### config.mk
export PLATFORM = sky130hd
export DESIGN_NAME = snagg_div
export DESIGN_NICKNAME = d
export VERILOG_FILES = /design/src/hw/rtl/assert_macros.svh /design/src/hw/rtl/snagg_pkg.sv /design/src/hw/rtl/snagg_div.sv
export SDC_FILE = /design/constraint.sdc
export NUM_CORES = 1
export LEC_CHECK = 0
export ABC_CLOCK_PERIOD_IN_PS = 10500
export BUFFER_PORTS_ARGS = -buffer_cell sky130_fd_sc_hd__clkbuf_2
export CAP_MARGIN = 40
export CORE_MARGIN = 5
export CORE_UTILIZATION = 40
export DETAILED_ROUTE_END_ITERATION = 8
export PLACE_DENSITY = 0.62
export SLEW_MARGIN = 40
export SYNTH_ARGS = -nofsm -noshare
export SYNTH_HDL_FRONTEND = slang
export SYNTH_SLANG_ARGS = --single-unit
### constraint.sdc
create_clock -name clk_i -period 10.5 [get_ports clk_i]
set_input_delay 0 -clock clk_i [delete_from_list [all_inputs] [get_ports clk_i]]
set_output_delay 0 -clock clk_i [all_outputs]
set_load 0.01 [all_outputs]
### src/hw/rtl/assert_macros.svh
// assertion helpers shared by the rtl
`ifndef ASSERT_MACROS_SVH
`define ASSERT_MACROS_SVH

`ifndef SYNTHESIS

`define SNAGG_ASSERT(lbl, clk, rstn, prop) \
  lbl: assert property (@(posedge clk) disable iff (!rstn) (prop)) \
    else $error("snagg assertion failed");

`define SNAGG_NEVER(lbl, clk, rstn, cond) \
  `SNAGG_ASSERT(lbl, clk, rstn, !(cond))

`else

`define SNAGG_ASSERT(lbl, clk, rstn, prop)

`define SNAGG_NEVER(lbl, clk, rstn, cond)

`endif

`endif

### src/hw/rtl/snagg_pkg.sv
package snagg_pkg;

  localparam int NUM_NODES    = 4096;
  localparam int ADDR_BITS    = $clog2(NUM_NODES);
  localparam int VALUE_BITS   = 32;
  localparam int FRAC_BITS    = 16;
  localparam int NODE_BITS    = 12;
  localparam int LABEL_BITS   = 13;
  localparam int OP_BITS      = 2;
  localparam int OUTCOME_BITS = 3;

  // quotient magnitude that fits below the saturation limit
  localparam int QUOT_BITS = VALUE_BITS - 1;
  // integer bits of the quotient, used to seed the remainder
  localparam int PRE_SHIFT = QUOT_BITS - FRAC_BITS;
  localparam int CNT_BITS  = $clog2(QUOT_BITS + 1);

  typedef logic signed [VALUE_BITS-1:0] weight_t;
  typedef logic signed [LABEL_BITS-1:0] label_t;

  localparam label_t  NO_LABEL = '1;
  localparam weight_t SAT_POS  = {1'b0, {(VALUE_BITS-1){1'b1}}};
  localparam weight_t SAT_NEG  = {1'b1, {(VALUE_BITS-1){1'b0}}};

  typedef enum logic [OP_BITS-1:0] {
    OP_LOAD  = 2'd0,
    OP_ENTRY = 2'd1,
    OP_READ  = 2'd2
  } op_e;

  typedef enum logic [OUTCOME_BITS-1:0] {
    OUT_AGGREGATED = 3'd0,
    OUT_JOINED     = 3'd1,
    OUT_STRONGEST  = 3'd2,
    OUT_ALONE      = 3'd3,
    OUT_READ       = 3'd4
  } outcome_e;

  typedef enum logic [2:0] {
    ST_IDLE,
    ST_DISPATCH,
    ST_READ_WAIT,
    ST_COL_WAIT,
    ST_DIV,
    ST_ROW_WAIT,
    ST_JOIN_WAIT,
    ST_EMIT
  } ctl_state_e;

  typedef enum logic [1:0] {
    DV_IDLE,
    DV_CHECK,
    DV_RUN,
    DV_FIN
  } div_state_e;

  typedef struct packed {
    logic    start;
    weight_t value;
    weight_t diag_row;
    weight_t diag_col;
  } div_req_t;

  typedef struct packed {
    logic    done;
    weight_t weight;
  } div_rsp_t;

  function automatic logic [VALUE_BITS-1:0] magnitude(weight_t v);
    logic [VALUE_BITS-1:0] m;
    m = v[VALUE_BITS-1] ? (~v + 1'b1) : v;
    return m;
  endfunction

endpackage

### src/hw/rtl/snagg_div.sv
module snagg_div (
  input  logic                 clk_i,
  input  logic                 rst_ni,
  input  snagg_pkg::div_req_t  req_i,
  output snagg_pkg::div_rsp_t  rsp_o
);

  localparam int VB = snagg_pkg::VALUE_BITS;
  localparam int QB = snagg_pkg::QUOT_BITS;
  localparam int SH = snagg_pkg::PRE_SHIFT;
  localparam int FB = snagg_pkg::FRAC_BITS;

  snagg_pkg::div_state_e state_q, state_d;

  logic [VB-1:0]                    num_q, num_d;
  logic [VB-1:0]                    den_q, den_d;
  logic                             neg_q, neg_d;
  logic [VB-1:0]                    rem_q, rem_d;
  logic [QB-1:0]                    low_q, low_d;
  logic [QB-1:0]                    quot_q, quot_d;
  logic [snagg_pkg::CNT_BITS-1:0]   cnt_q, cnt_d;
  snagg_pkg::weight_t               weight_q, weight_d;
  logic                             done_q, done_d;

  logic [VB-1:0] mag_row;
  logic [VB-1:0] mag_col;
  logic [VB:0]   trial;
  logic          overflow;

  assign mag_row = snagg_pkg::magnitude(req_i.diag_row);
  assign mag_col = snagg_pkg::magnitude(req_i.diag_col);

  // quotient reaches 2^(VB-1) exactly when num >= den * 2^SH
  assign overflow = ((VB+SH)'(num_q)) >= {den_q, {SH{1'b0}}};
  assign trial    = {rem_q, low_q[QB-1]};

  always_comb begin
    state_d  = state_q;
    num_d    = num_q;
    den_d    = den_q;
    neg_d    = neg_q;
    rem_d    = rem_q;
    low_d    = low_q;
    quot_d   = quot_q;
    cnt_d    = cnt_q;
    weight_d = weight_q;
    done_d   = 1'b0;

    unique case (state_q)
      snagg_pkg::DV_IDLE: begin
        if (req_i.start) begin
          num_d   = snagg_pkg::magnitude(req_i.value);
          den_d   = (mag_row > mag_col) ? mag_row : mag_col;
          neg_d   = req_i.value[VB-1];
          state_d = snagg_pkg::DV_CHECK;
        end
      end
      snagg_pkg::DV_CHECK: begin
        if (num_q == '0) begin
          weight_d = '0;
          done_d   = 1'b1;
          state_d  = snagg_pkg::DV_IDLE;
        end else if (den_q == '0 || overflow) begin
          weight_d = neg_q ? snagg_pkg::SAT_NEG : snagg_pkg::SAT_POS;
          done_d   = 1'b1;
          state_d  = snagg_pkg::DV_IDLE;
        end else begin
          rem_d   = VB'(num_q >> SH);
          low_d   = {num_q[SH-1:0], {FB{1'b0}}};
          quot_d  = '0;
          cnt_d   = '0;
          state_d = snagg_pkg::DV_RUN;
        end
      end
      snagg_pkg::DV_RUN: begin
        // one restoring step per cycle
        if (trial >= {1'b0, den_q}) begin
          rem_d  = VB'(trial - {1'b0, den_q});
          quot_d = {quot_q[QB-2:0], 1'b1};
        end else begin
          rem_d  = trial[VB-1:0];
          quot_d = {quot_q[QB-2:0], 1'b0};
        end
        low_d = {low_q[QB-2:0], 1'b0};
        cnt_d = cnt_q + 1'b1;
        if (cnt_q == snagg_pkg::CNT_BITS'(QB - 1)) begin
          state_d = snagg_pkg::DV_FIN;
        end
      end
      snagg_pkg::DV_FIN: begin
        weight_d = neg_q ? (~{1'b0, quot_q} + 1'b1) : {1'b0, quot_q};
        done_d   = 1'b1;
        state_d  = snagg_pkg::DV_IDLE;
      end
    endcase
  end

  always_ff @(posedge clk_i or negedge rst_ni) begin
    if (!rst_ni) begin
      state_q <= snagg_pkg::DV_IDLE;
      done_q  <= 1'b0;
      cnt_q   <= '0;
    end else begin
      state_q <= state_d;
      done_q  <= done_d;
      cnt_q   <= cnt_d;
    end
  end

  always_ff @(posedge clk_i) begin
    num_q    <= num_d;
    den_q    <= den_d;
    neg_q    <= neg_d;
    rem_q    <= rem_d;
    low_q    <= low_d;
    quot_q   <= quot_d;
    weight_q <= weight_d;
  end

  assign rsp_o.done   = done_q;
  assign rsp_o.weight = weight_q;

endmodule

==> flow_summary.ini <==
[route]
first_iter_violations = 641
dr_total_vias = 11010
ant_nets = 0
drt_wl_total_um = 32570
dr.pass1.iters = 5
wl_per_cell_um = 16.29
drcViolationCount = 0
vias_per_cell = 5.507

[clocking]
cts_sinks = 183
post-cts-setup-buffers = 0
hold_buffers = 49
h-tree-depth = 4
clockBufferDepth = 2
cts_root_buffer = clkbuf_16
cts_tree = built
insertion_delay_ns = 0.44
clk_pin_slew_worst_paths_ns = 0.07
post_cts_resized = 0
cts_made_buffers = 17

[logic_synthesis]
synth.cell_area_um2 = 13380
syn_inst = 1394
ys_top_cells_by_area = edfxtp_1 (39%), ha_1 (8.1%), xnor2_1 (4.5%)
synth_top_area_cell = edfxtp_1
synth-seq-cells = 183
ys_seq_area_frac = 0.4077
synth_edf_count = 175
async_reset_ff_frac = 0.04372
synth_nets = 1581
synth_flop_cell = edfxtp_1
yosysMostFrequentCell = edfxtp_1
yosys_warnings = 0
synth_cell_type_count = 74
synth.avg_cell_area_um2 = 9.598
synth_commonest_cells = edfxtp_1 (175), nand2_1 (132), a21oi_1 (113), ha_1 (87), o21ai_0 (74)
synth_top_cell_area_share = 0.3928

[timing]
setup-violations-final = 0
fin_skew_ns = 0.01493
final.period_utilization = 0.6631
fin_setup_tns_ns = 0
rsz0062_at_grt = no
finalCriticalPeriod_ns = 6.962
hold_viol_final = 0
drv_slew = 0
max-slew-margin-rel = 0.5082
fin_ws_ns = 3.538
max_freq_mhz = 143.6
worst_pin_slew_ns = 0.7263

[hold_path]
holdPathStages = 3
min-delay-start = req_i[26]
worstHoldEndpoint = den_q[26]
hp-class = primary input to register

[worst_setup_path]
crit_fanout = 31
crit_path_start_kind = primary input
reg2reg_from = den_q[3]
r2r_end = rem_q[29]
reg2reg_slack_ns = 6.49
worstSetupEndpointType = register
crit_arrival_ns = 7.14
critical_path_class = primary input to register
reg2reg_depth = 11
cp.required_ns = 10.68

[place]
gp_congestion = 0.9179
place_area_um2 = 14470
portBuffers = 131
dpl_worst_slack_ns = 4.184
place_inst = 1917
dpl.hpwl_um = 24050

[power]
leakage_uw = 0.006184
p_per_area_nw_per_um2 = 257.2
ir_drop_uv = 202.5

[final_layout]
instances_no_fill = 1999
nFillCells = 3152
stdcell_area_um2 = 15630
diodes = 0
nNetsFinal = 1725
area.growth.synth_to_final_pct = 16.81
fin_util = 0.4696
drive_gt1_frac = 0.1393

[global_route]
grt_pass1_wl_um = 53050
grt_usage = 0.1752
antenna_found_initial = 0
grt_max_degree = 80
grt_overflow = 0
grt_pass1_vias = 10430

[floorplanning]
initial_utilization = 0.4020
dieWidth_um = 192.9
dieArea_um2 = 37200
die_y_um = 192.9
rows = 67
core_um2 = 33280
ios = 132

[outcome]
status = completed

[job]
maxCapViolCount = 0
final cells by class:
type                       instances  area, um^2  share of cell area
timing repair buffer             191        1241             0.07942
sequential                       183        5455              0.3491
clock buffer                      17       425.4             0.02722
inverter                          69       259.0             0.01657
multi-input combinational       1076        7473              0.4782
tap                              448       560.5             0.03587
clock inverter                    15       214.0             0.01369
worst max-delay path: stages:
cell           delay (ns)
dlygate4sd3_1        0.53
clkbuf_2             0.12
inv_1                0.11
ha_1                 0.17
nand2b_1             0.08
nand2b_1             0.17
nand2b_1             0.21
or3_1                0.40
or4_1                0.48
nand2b_1             0.25
o31ai_1              0.30
xor2_1               0.23
inv_1                0.07
ha_1                 0.29
nand4_1              0.12
nor2_1               0.16
nand2_1              0.09
or3_1                0.41
or4_1                0.59
nor2b_1              0.17
a32oi_2              0.50
buf_4                0.39
nand2_1              0.44
mux2i_1              0.23
dlygate4sd3_1        0.59
layer usage:
| metal | track usage | wire length, um | share of wire | up-vias |
|---|---|---|---|---|
| li1 | - | - | - | 5519 |
| met2 | 0.2896 | 15430 | 0.47 | 228 |
| met5 | 0 | 0 | 0 | - |
| met1 | 0.2417 | 15360 | 0.47 | 5222 |
| met4 | 0.04498 | 567 | 0.017 | 0 |
| met3 | 0.02587 | 1218 | 0.037 | 40 |
cells by family (layout without fill, tap and decap cells):
| family | Yosys count | count (layout) | synth area share |
|---|---|---|---|
| DFF | 183 | 183 | 0.4077 |
| AOI/OAI and AO/OA | 369 | 369 | 0.1728 |
| muxes | 49 | 49 | 0.03694 |
| xor gates and xnor gates | 113 | 113 | 0.07397 |
| adders and majority gates | 88 | 88 | 0.08286 |
| and+or+nand+nor | 457 | 457 | 0.1869 |
| buffers and inverters | 135 | 292 | 0.03881 |
state kept, by name, indices dropped and copies added, names as in the netlist, named ones only:
signal    count
state_q       1
low_q        15
cnt_q         5
done_q        1
den_q        32
weight_q     32
rem_q        32
num_q        32
quot_q       31
neg_q         1
cells in the final DEF (no fill, tap or decap), types with 7 or more instances in the layout:
cell type and count:
xnor2_1 68, dfrtp_1 8, a31oi_1 32, dlygate4sd3_1 49, clkbuf_2 131, nor2_1 55
and2_1 35, mux2i_1 46, nand2b_1 20, o31ai_1 24, a21oi_1 113, o22ai_1 28
buf_4 10, or3_1 18, nand3_1 26, nor3_1 28, nor3b_1 11, o21a_1 8
or4_1 23, o221ai_1 7, ha_1 87, nor4_1 20, o41ai_1 11, o21ai_0 74
nand4_1 21, xor2_1 45, nor2b_1 25, clkbuf_16 17, inv_1 68, edfxtp_1 175
a21o_1 22, nand2_1 130
report_power, final:
part / internal [uW] / switching, uW
Sequential: 1200 / 211
Clock: 333 / 344
Combinational: 774 / 1160
stage by stage:
stage	hold WS [ns]	power [uW]
final	0.02808	4020
after global placement	-0.1426	3273
after CTS	0.01225	4029
after global routing	0.02299	4340
after detailed placement	-0.1375	3316
after floorplan	-0.2956	2830
worst max-delay path by stage:
stage                    start        end  slack, ns  depth (start not counted)
CTS                  req_i[32]  den_q[29]       3.62                         25
global route         req_i[32]  den_q[29]       3.09                         25
floorplan           state_q[0]   den_q[0]       4.69                          1
detailed placement   req_i[36]  den_q[20]       4.18                         21
global placement     req_i[36]  den_q[29]       4.37                         21
finish               req_i[32]  den_q[29]       3.54                         25
(Power assumes the default switching activity.)
