$ cat src/hw/rtl/assert_macros.svh
// assertion helpers shared by the rtl
`ifndef ASSERT_MACROS_SVH
`define ASSERT_MACROS_SVH

`ifndef SYNTHESIS

`define SNAGG_ASSERT(lbl, clk, rstn, prop) \
  lbl: assert property (@(posedge clk) disable iff (!rstn) (prop)) \
    else $error("snagg assertion failed");

`define SNAGG_NEVER(lbl, clk, rstn, cond) \
  `SNAGG_ASSERT(lbl, clk, rstn, !(cond))

`else

`define SNAGG_ASSERT(lbl, clk, rstn, prop)

`define SNAGG_NEVER(lbl, clk, rstn, cond)

`endif

`endif

$ cat src/hw/rtl/snagg_ram.sv
module snagg_ram #(
  parameter int WIDTH = 8,
  parameter int DEPTH = 16
) (
  input  logic                     clk_i,
  input  logic                     we_i,
  input  logic [$clog2(DEPTH)-1:0] waddr_i,
  input  logic [WIDTH-1:0]         wdata_i,
  input  logic                     re_i,
  input  logic [$clog2(DEPTH)-1:0] raddr_i,
  output logic [WIDTH-1:0]         rdata_o
);

  logic [WIDTH-1:0] mem [DEPTH];
  logic [WIDTH-1:0] rdata_q;

  always_ff @(posedge clk_i) begin
    if (we_i) begin
      mem[waddr_i] <= wdata_i;
    end
    if (re_i) begin
      rdata_q <= mem[raddr_i];
    end
  end

  assign rdata_o = rdata_q;

endmodule

$ cat config.mk
export PLATFORM = sky130hd
export DESIGN_NAME = snagg_ram
export DESIGN_NICKNAME = d
export VERILOG_FILES = /design/src/hw/rtl/assert_macros.svh /design/src/hw/rtl/snagg_ram.sv
export SDC_FILE = /design/constraint.sdc
export NUM_CORES = 1
export LEC_CHECK = 0
export BUFFER_PORTS_ARGS = -buffer_cell sky130_fd_sc_hd__buf_2
export CORE_MARGIN = 1
export CORE_UTILIZATION = 45
export DETAILED_ROUTE_END_ITERATION = 12
export HOLD_SLACK_MARGIN = 0.05
export RECOVER_POWER = 100
export SYNTH_ARGS = -nofsm -noshare
export SYNTH_HDL_FRONTEND = slang
export SYNTH_SLANG_ARGS = --single-unit
$ cat constraint.sdc
create_clock -name clk_i -period 1.8 [get_ports clk_i]
set_input_delay 0.27 -clock clk_i [delete_from_list [all_inputs] [get_ports clk_i]]
set_output_delay 0.27 -clock clk_i [all_outputs]
set_load 0.02 [all_outputs]
==> results of run 1 <==
-- stage by stage --
stage,instances,util,worst slack [ns]
floorplan,229,-,0.0371
global placement,410,0.512,-0.0546
detailed placement,410,0.512,-0.0431
CTS,442,0.567,0.276
global route,442,0.559,0.138
finish,442,0.559,0.235
-- metal layers --
layer  global-route usage  vias to the layer above
li1                     -                     1100
met1                0.269                     1285
met2                0.285                       99
met3               0.0391                       11
met4               0.0829                        0
met5                    0                        -
-- worst max-delay path by stage --
stage	startpoint	end	slack [ns]	cells after the start
3_5_place_dp	raddr_i[0]	rdata_o[0]	-0.04	5
6_report	mem[2][0]	rdata_o[0]	0.23	3
4_1_cts	mem[2][0]	rdata_o[0]	0.28	3
3_3_place_gp	raddr_i[0]	rdata_o[0]	-0.05	5
5_1_grt	waddr_i[2]	mem[0][5]	0.14	4
2_1_floorplan	waddr_i[2]	mem[0][0]	0.04	2
-- power breakdown --
group / switching, W / internal, W / total, W
registers: 0.0000195 / 0.00357 / 0.00359
clock network: 0.00122 / 0.00231 / 0.00353
logic: 0.000206 / 0.000134 / 0.000339
-- cell usage in the layout (no fill, tap or decap), drive strengths merged, types with 2 or more instances in the layout --
cell and instances:
edfxtp 136, clkbuf 58, mux4 32, a22oi 16
nor2 13, buf 12, nand2 9, clkinv 7
nor3 4, bufinv 4, nand3b 2, nand2b 2
clkinvlp 2
-- sequential cells by signal (all words and copies together), names as in the netlist --
name	cells
mem	128
rdata_o	8
-- worst max-delay path, delay by kind of cell (launching register included) --
| kind | cells | cell delay, ns |
|---|---|---|
| AO/OA/AOI/OAI | 1 | 0.34 |
| AND/OR/NAND/NOR | 1 | 0.09 |
| flip-flops | 1 | 0.38 |
| multiplexers | 1 | 0.50 |
-- layout make-up --
type / instances / area (um^2)
multi-input cells: 83 / 1060
clock inverters: 13 / 179
well taps: 140 / 175
repair buffers: 51 / 259
clock buffers: 19 / 433
fillers: 865 / 4890
flip-flops and latches: 136 / 4080
-- logic make-up after synthesis --
kind of cell / Yosys count / synth area share
compound gates: 16 / 0.0230
buf+inv: 10 / 0.0165
flops: 136 / 0.781
mux: 32 / 0.148
simple gates: 35 / 0.0314
==> results.md, run 1 <==
- area of the die: 12100 um^2
- average instance area after synthesis: 22.8 um^2
- Final GP Congestion: 0.767
- DR top layer: met4
- Post-Route Hold Slack: 0.369 ns
- die width: 110 um
- sequential cell area fraction in the yosys report: 0.781
- overall power: 0.00746 W
- PD cells: 1210 nW/um^2
- nets in the synthesized netlist: 248
- distinct cell type count of the synthesized netlist: 18
- Routed WL per cell: 22.7 um
- required time at the worst-slack endpoint: 1.95 ns
- gate count of the mapped netlist: 229
- P_leak: 2.01 nW
- postcts setup bufs: 0
- fraction of layout instances using a drive strength above 1: 0.195
- number of buffers inserted during clock tree synthesis: 17
- maximum clock frequency: 639 MHz
- max_cap viols: 0
- post-detailed-routing wire length: 10000 um
- routed length on met2: 4670 um
- R2R Path End: rdata_o[0]
- unrepaired setup endpoints after global routing: no
- number of flops mapped to enable cells by yosys: 136
- Synth area leader: sky130_fd_sc_hd__edfxtp_1
- Worst-path clk slew: 0.06 ns
- Critical Path Start Type: flop
- routed via count: 2495
- initial antenna violation count: 0
- vias in the first global route: 2510
- number of buffers added to fix hold violations after cts: 0
- Port Buf Inserts: 26
- maximum number of pins on one net before global-route repair: 17
- I/O pin count: 27
- Crit. End Element: flop
- First-pass DRT Iterations: 5
- Synth top area share: 0.781
- Core Region: 11100 um^2
- slew at the pin closest to its max-slew limit: 0.731 ns
- post-route fraction of the period consumed by the critical path: 0.870
- final instance area: 6190 um^2
- cell area after synthesis: 5230 um^2
- antenna cell count: 0
- DRC violation count after routing: 0
- worst-case headroom to the max-slew limit: 0.512
- instance count along the most critical hold path: 1
- worst ir drop on vdd: 0.624 mV
- end point of the worst hold path: rdata_o[0]
- CTS Root Buffer Type: sky130_fd_sc_hd__clkbuf_16
- critical-path maximum fanout: 1
- hold path startpoint: re_i
- most repeated cell in the gate-level netlist after synthesis: sky130_fd_sc_hd__edfxtp_1
- met3 routed wirelength: 685 um
- effective utilization at floorplan: 0.472
- flop-to-flop setup slack: 0.23 ns
- outcome: finished, final reports clean
- count of clock tree sinks: 136
- number of H-tree levels: 4
- count of yosys warnings during synthesis: 0
- count of final max-slew check failures: 0
- number of failing hold endpoints at the final stage: 0
- global-route wire length before repair: 15300 um
- post-synthesis async set-or-reset flop share: 0
- kind of critical path: reg2reg
- Total Routing Usage GR: 0.189
- CP max stage cell: sky130_fd_sc_hd__mux4_1
- vias per cell: 5.64
- hold crit path type: in2reg
- cells taking the most area after synthesis: sky130_fd_sc_hd__edfxtp_1, sky130_fd_sc_hd__mux4_2, sky130_fd_sc_hd__mux4_1
- endpoints failing setup: 0
- largest stage delay on the critical path: 0.50 ns
- clock insertion delay at the later pin of the skew report: 0.40 ns
- CTS tree: built
- NumNets Final: 308
- clock tree skew after final layout: 0.00426 ns
- setup total negative slack: 0 ns
- total gr overflow: 0
- Syn-to-layout area delta: 18.4%
- maximum root-to-sink buffer count: 2
- endpoint arrival time on the critical path: 1.71 ns
- number of violations reported at the end of detailed-routing iteration 0: 153
- Rows: 38
- number of flip-flops and latches in the synthesized netlist: 136
- CP cell instances: mux4_1 > a22oi_1 > nand2_1
- most common library cells after synthesis: sky130_fd_sc_hd__edfxtp_1, sky130_fd_sc_hd__mux4_2, sky130_fd_sc_hd__a22oi_1, sky130_fd_sc_hd__mux4_1, sky130_fd_sc_hd__nor2_1
- met1 routed wirelength after detailed routing: 4510 um
- number of cells traversed by the worst register-to-register path: 3
- floorplan die height: 110 um
- placed wire-length estimate after detailed placement: 6510 um
- most used flip-flop cell after synthesis: sky130_fd_sc_hd__edfxtp_1
- FF-to-FF Start: mem[2][0]
- number of antenna-violating nets in the routed design: 0
- total of cells resized after clock tree synthesis: 0
- total placed instance area: 5670 um^2
- post-layout minimum cycle time: 1.57 ns
Note: power is estimated with default switching activity, not from simulation.
==> run 2, diff against run 1 <==
ABC_AREA = 1   (was not set)
SLEW_MARGIN = 20   (was not set)
==> run 2 against run 1 <==
Combinational power up 27%. Non-clock buffer count down 1. Via count increased by 51%. Highest routed layer unchanged.
==> results.md, run 2 <==
- gate count of the mapped netlist: 551
- Critical Path Start Type: input port
- endpoint arrival time on the critical path: 1.54 ns
- NumNets Final: 615
- CTS tree: built
- number of buffers inserted during clock tree synthesis: 17
- commonest cells after routing, fill and taps aside: sky130_fd_sc_hd__nand2_1, sky130_fd_sc_hd__edfxtp_1, sky130_fd_sc_hd__inv_1
- hold crit path type: in2reg
- post-synthesis async set-or-reset flop share: 0
- worst path setup slack after routing: 0.424 ns
- fraction of layout instances using a drive strength above 1: 0.0561
- maximum root-to-sink buffer count: 2
- worst ir drop on vdd: 0.726 mV
- Post-Route Hold Slack: 0.293 ns
- total gr overflow: 0
- cell area after synthesis: 5850 um^2
- leading cell type in the layout, fill and taps excluded: sky130_fd_sc_hd__nand2_1
- DRC violation count after routing: 0
- worst-case headroom to the max-slew limit: 0.345
- most repeated cell in the gate-level netlist after synthesis: sky130_fd_sc_hd__nand2_1
- vias per cell: 4.85
- count of clock tree sinks: 136
- Post-Synth XOR/XNOR Area: 0
- Port Buf Inserts: 26
- outcome: finished, final reports clean
- slew at the pin closest to its max-slew limit: 0.982 ns
- number of buffers added to fix hold violations after cts: 0
- Rows: 41
- kind of critical path: in2reg
- count of yosys warnings during synthesis: 0
- number of flip-flops and latches in the synthesized netlist: 136
- number of violations reported at the end of detailed-routing iteration 0: 308
- Synth top area share: 0.698
- required time at the worst-slack endpoint: 1.97 ns
- sequential cell area fraction in the yosys report: 0.698
- unrepaired setup endpoints after global routing: no
- clock tree skew after final layout: 0.00521 ns
- Syn-to-layout area delta: 12.9%
- dominant combinational cell family by area after synthesis: simple AND/OR/NAND/NOR gates
- most common library cells after synthesis: sky130_fd_sc_hd__nand2_1, sky130_fd_sc_hd__edfxtp_1, sky130_fd_sc_hd__inv_1, sky130_fd_sc_hd__nand3_1, sky130_fd_sc_hd__nor2_1
- post-synthesis mux area share: 0
- endpoints failing setup: 0
- Final GP Congestion: 0.813
- P_leak: 2.76 nW
- PD cells: 1040 nW/um^2
- antenna cell count: 0
- Routed WL per cell: 17.2 um
- number of failing hold endpoints at the final stage: 0
- max_cap viols: 0
- CTS Root Buffer Type: sky130_fd_sc_hd__clkbuf_16
- Crit. End Element: flop
- count of final max-slew check failures: 0
- maximum number of pins on one net before global-route repair: 37
- Total Routing Usage GR: 0.224
- I/O pin count: 27
- initial antenna violation count: 0
- First-pass DRT Iterations: 4
- routed length on met2: 6240 um
- post-detailed-routing wire length: 13300 um
- top register by number of flip-flops: mem
- setup total negative slack: 0 ns
- final instance area: 6600 um^2
- area of the die: 13500 um^2
- number of antenna-violating nets in the routed design: 0
- most used flip-flop cell after synthesis: sky130_fd_sc_hd__edfxtp_1
- maximum clock frequency: 727 MHz
- number of H-tree levels: 4
- DR top layer: met4
- postcts setup bufs: 0
- post-layout minimum cycle time: 1.38 ns
- post-route fraction of the period consumed by the critical path: 0.765
- effective utilization at floorplan: 0.463
- total placed instance area: 6220 um^2
- placed wire-length estimate after detailed placement: 8320 um
- met3 routed wirelength: 1080 um
- met1 routed wirelength after detailed routing: 5810 um
- cells taking the most area after synthesis: sky130_fd_sc_hd__edfxtp_1, sky130_fd_sc_hd__nand2_1, sky130_fd_sc_hd__nand3_1
- distinct cell type count of the synthesized netlist: 11
- Worst-path clk slew: 0.05 ns
- Core Region: 12600 um^2
- clock insertion delay at the later pin of the skew report: 0.42 ns
- average instance area after synthesis: 10.6 um^2
- floorplan die height: 116 um
- die width: 116 um
- flip-flop count of the largest register after layout: 128
- share of synthesized cell area in full adder, half adder and majority cells: 0
- critical-path maximum fanout: 19
- post-synthesis compound-gate area fraction: 0
- vias in the first global route: 3753
- total of cells resized after clock tree synthesis: 0
- number of flops mapped to enable cells by yosys: 136
- nets in the synthesized netlist: 570
- routed via count: 3773
- worst setup slack after placement: 0.147 ns
- area share of and/or/nand/nor cells after synthesis: 0.208
- Synth area leader: sky130_fd_sc_hd__edfxtp_1
- global-route wire length before repair: 20700 um
[run 2: cell count changes in the layout (fill, tap and decap cells not counted), moves of 14 or more]
cell and change:
sky130_fd_sc_hd__mux4_2 -18, sky130_fd_sc_hd__inv_1 +100, sky130_fd_sc_hd__nand3_1 +96, sky130_fd_sc_hd__nand2_1 +164
sky130_fd_sc_hd__mux4_1 -14, sky130_fd_sc_hd__a22oi_1 -16
[run 2: worst max-delay path, stage by stage]
cell and delay (ns):
sky130_fd_sc_hd__clkbuf_1 0.11, sky130_fd_sc_hd__inv_2 0.20, sky130_fd_sc_hd__clkbuf_2 0.39, sky130_fd_sc_hd__nand2_1 0.09, sky130_fd_sc_hd__nand3_1 0.08, sky130_fd_sc_hd__nand3_1 0.14, sky130_fd_sc_hd__nand3_1 0.18, sky130_fd_sc_hd__nand2_1 0.06
[run 2: routing by layer]
layer / vias to the layer above / track usage
met5: - / 0
met2: 131 / 0.335
li1: 1868 / -
met1: 1761 / 0.309
met3: 13 / 0.0586
met4: 0 / 0.0957
[run 2: kinds of logic after synthesis]
logic type,Yosys count
buffers and inverters,126
and+or+nand+nor,289
DFF,136
[run 2: worst paths after layout]
path         slack (ns)    endpoint  cells after the start  startpoint
max                0.42  rdata_o[6]                      8  raddr_i[0]
min                0.29  rdata_o[2]                      3  raddr_i[3]
max reg2reg        0.60  rdata_o[6]                      6  mem[12][6]
min reg2reg        0.74  rdata_o[3]                      6  mem[11][3]
[run 2: final cells by class]
cell class                 instances  area (um^2)
timing repair buffer              50          231
clock inverter                    10         40.0
tap                              172          215
multi-input combinational        289         1210
fill                            1166         6020
clock buffer                      19          433
inverter                         102          383
sequential                       136         4080
[run 2: through the flow]
step	utilization	instances	power [W]
after CTS	0.530	778	0.00694
after detailed placement	0.493	749	0.00411
final	0.523	778	0.00687
after floorplan	-	551	0.00392
after global routing	0.523	778	0.00711
after global placement	0.493	749	0.00410
[run 2: report_power, final]
part | switching [W] | leakage [nW] | internal, W
logic | 0.000319 | 1.30 | 0.000112
registers | 0.0000215 | 1.24 | 0.00357
clock network | 0.00116 | 0.232 | 0.00168
total | 0.00150 | 2.76 | 0.00537
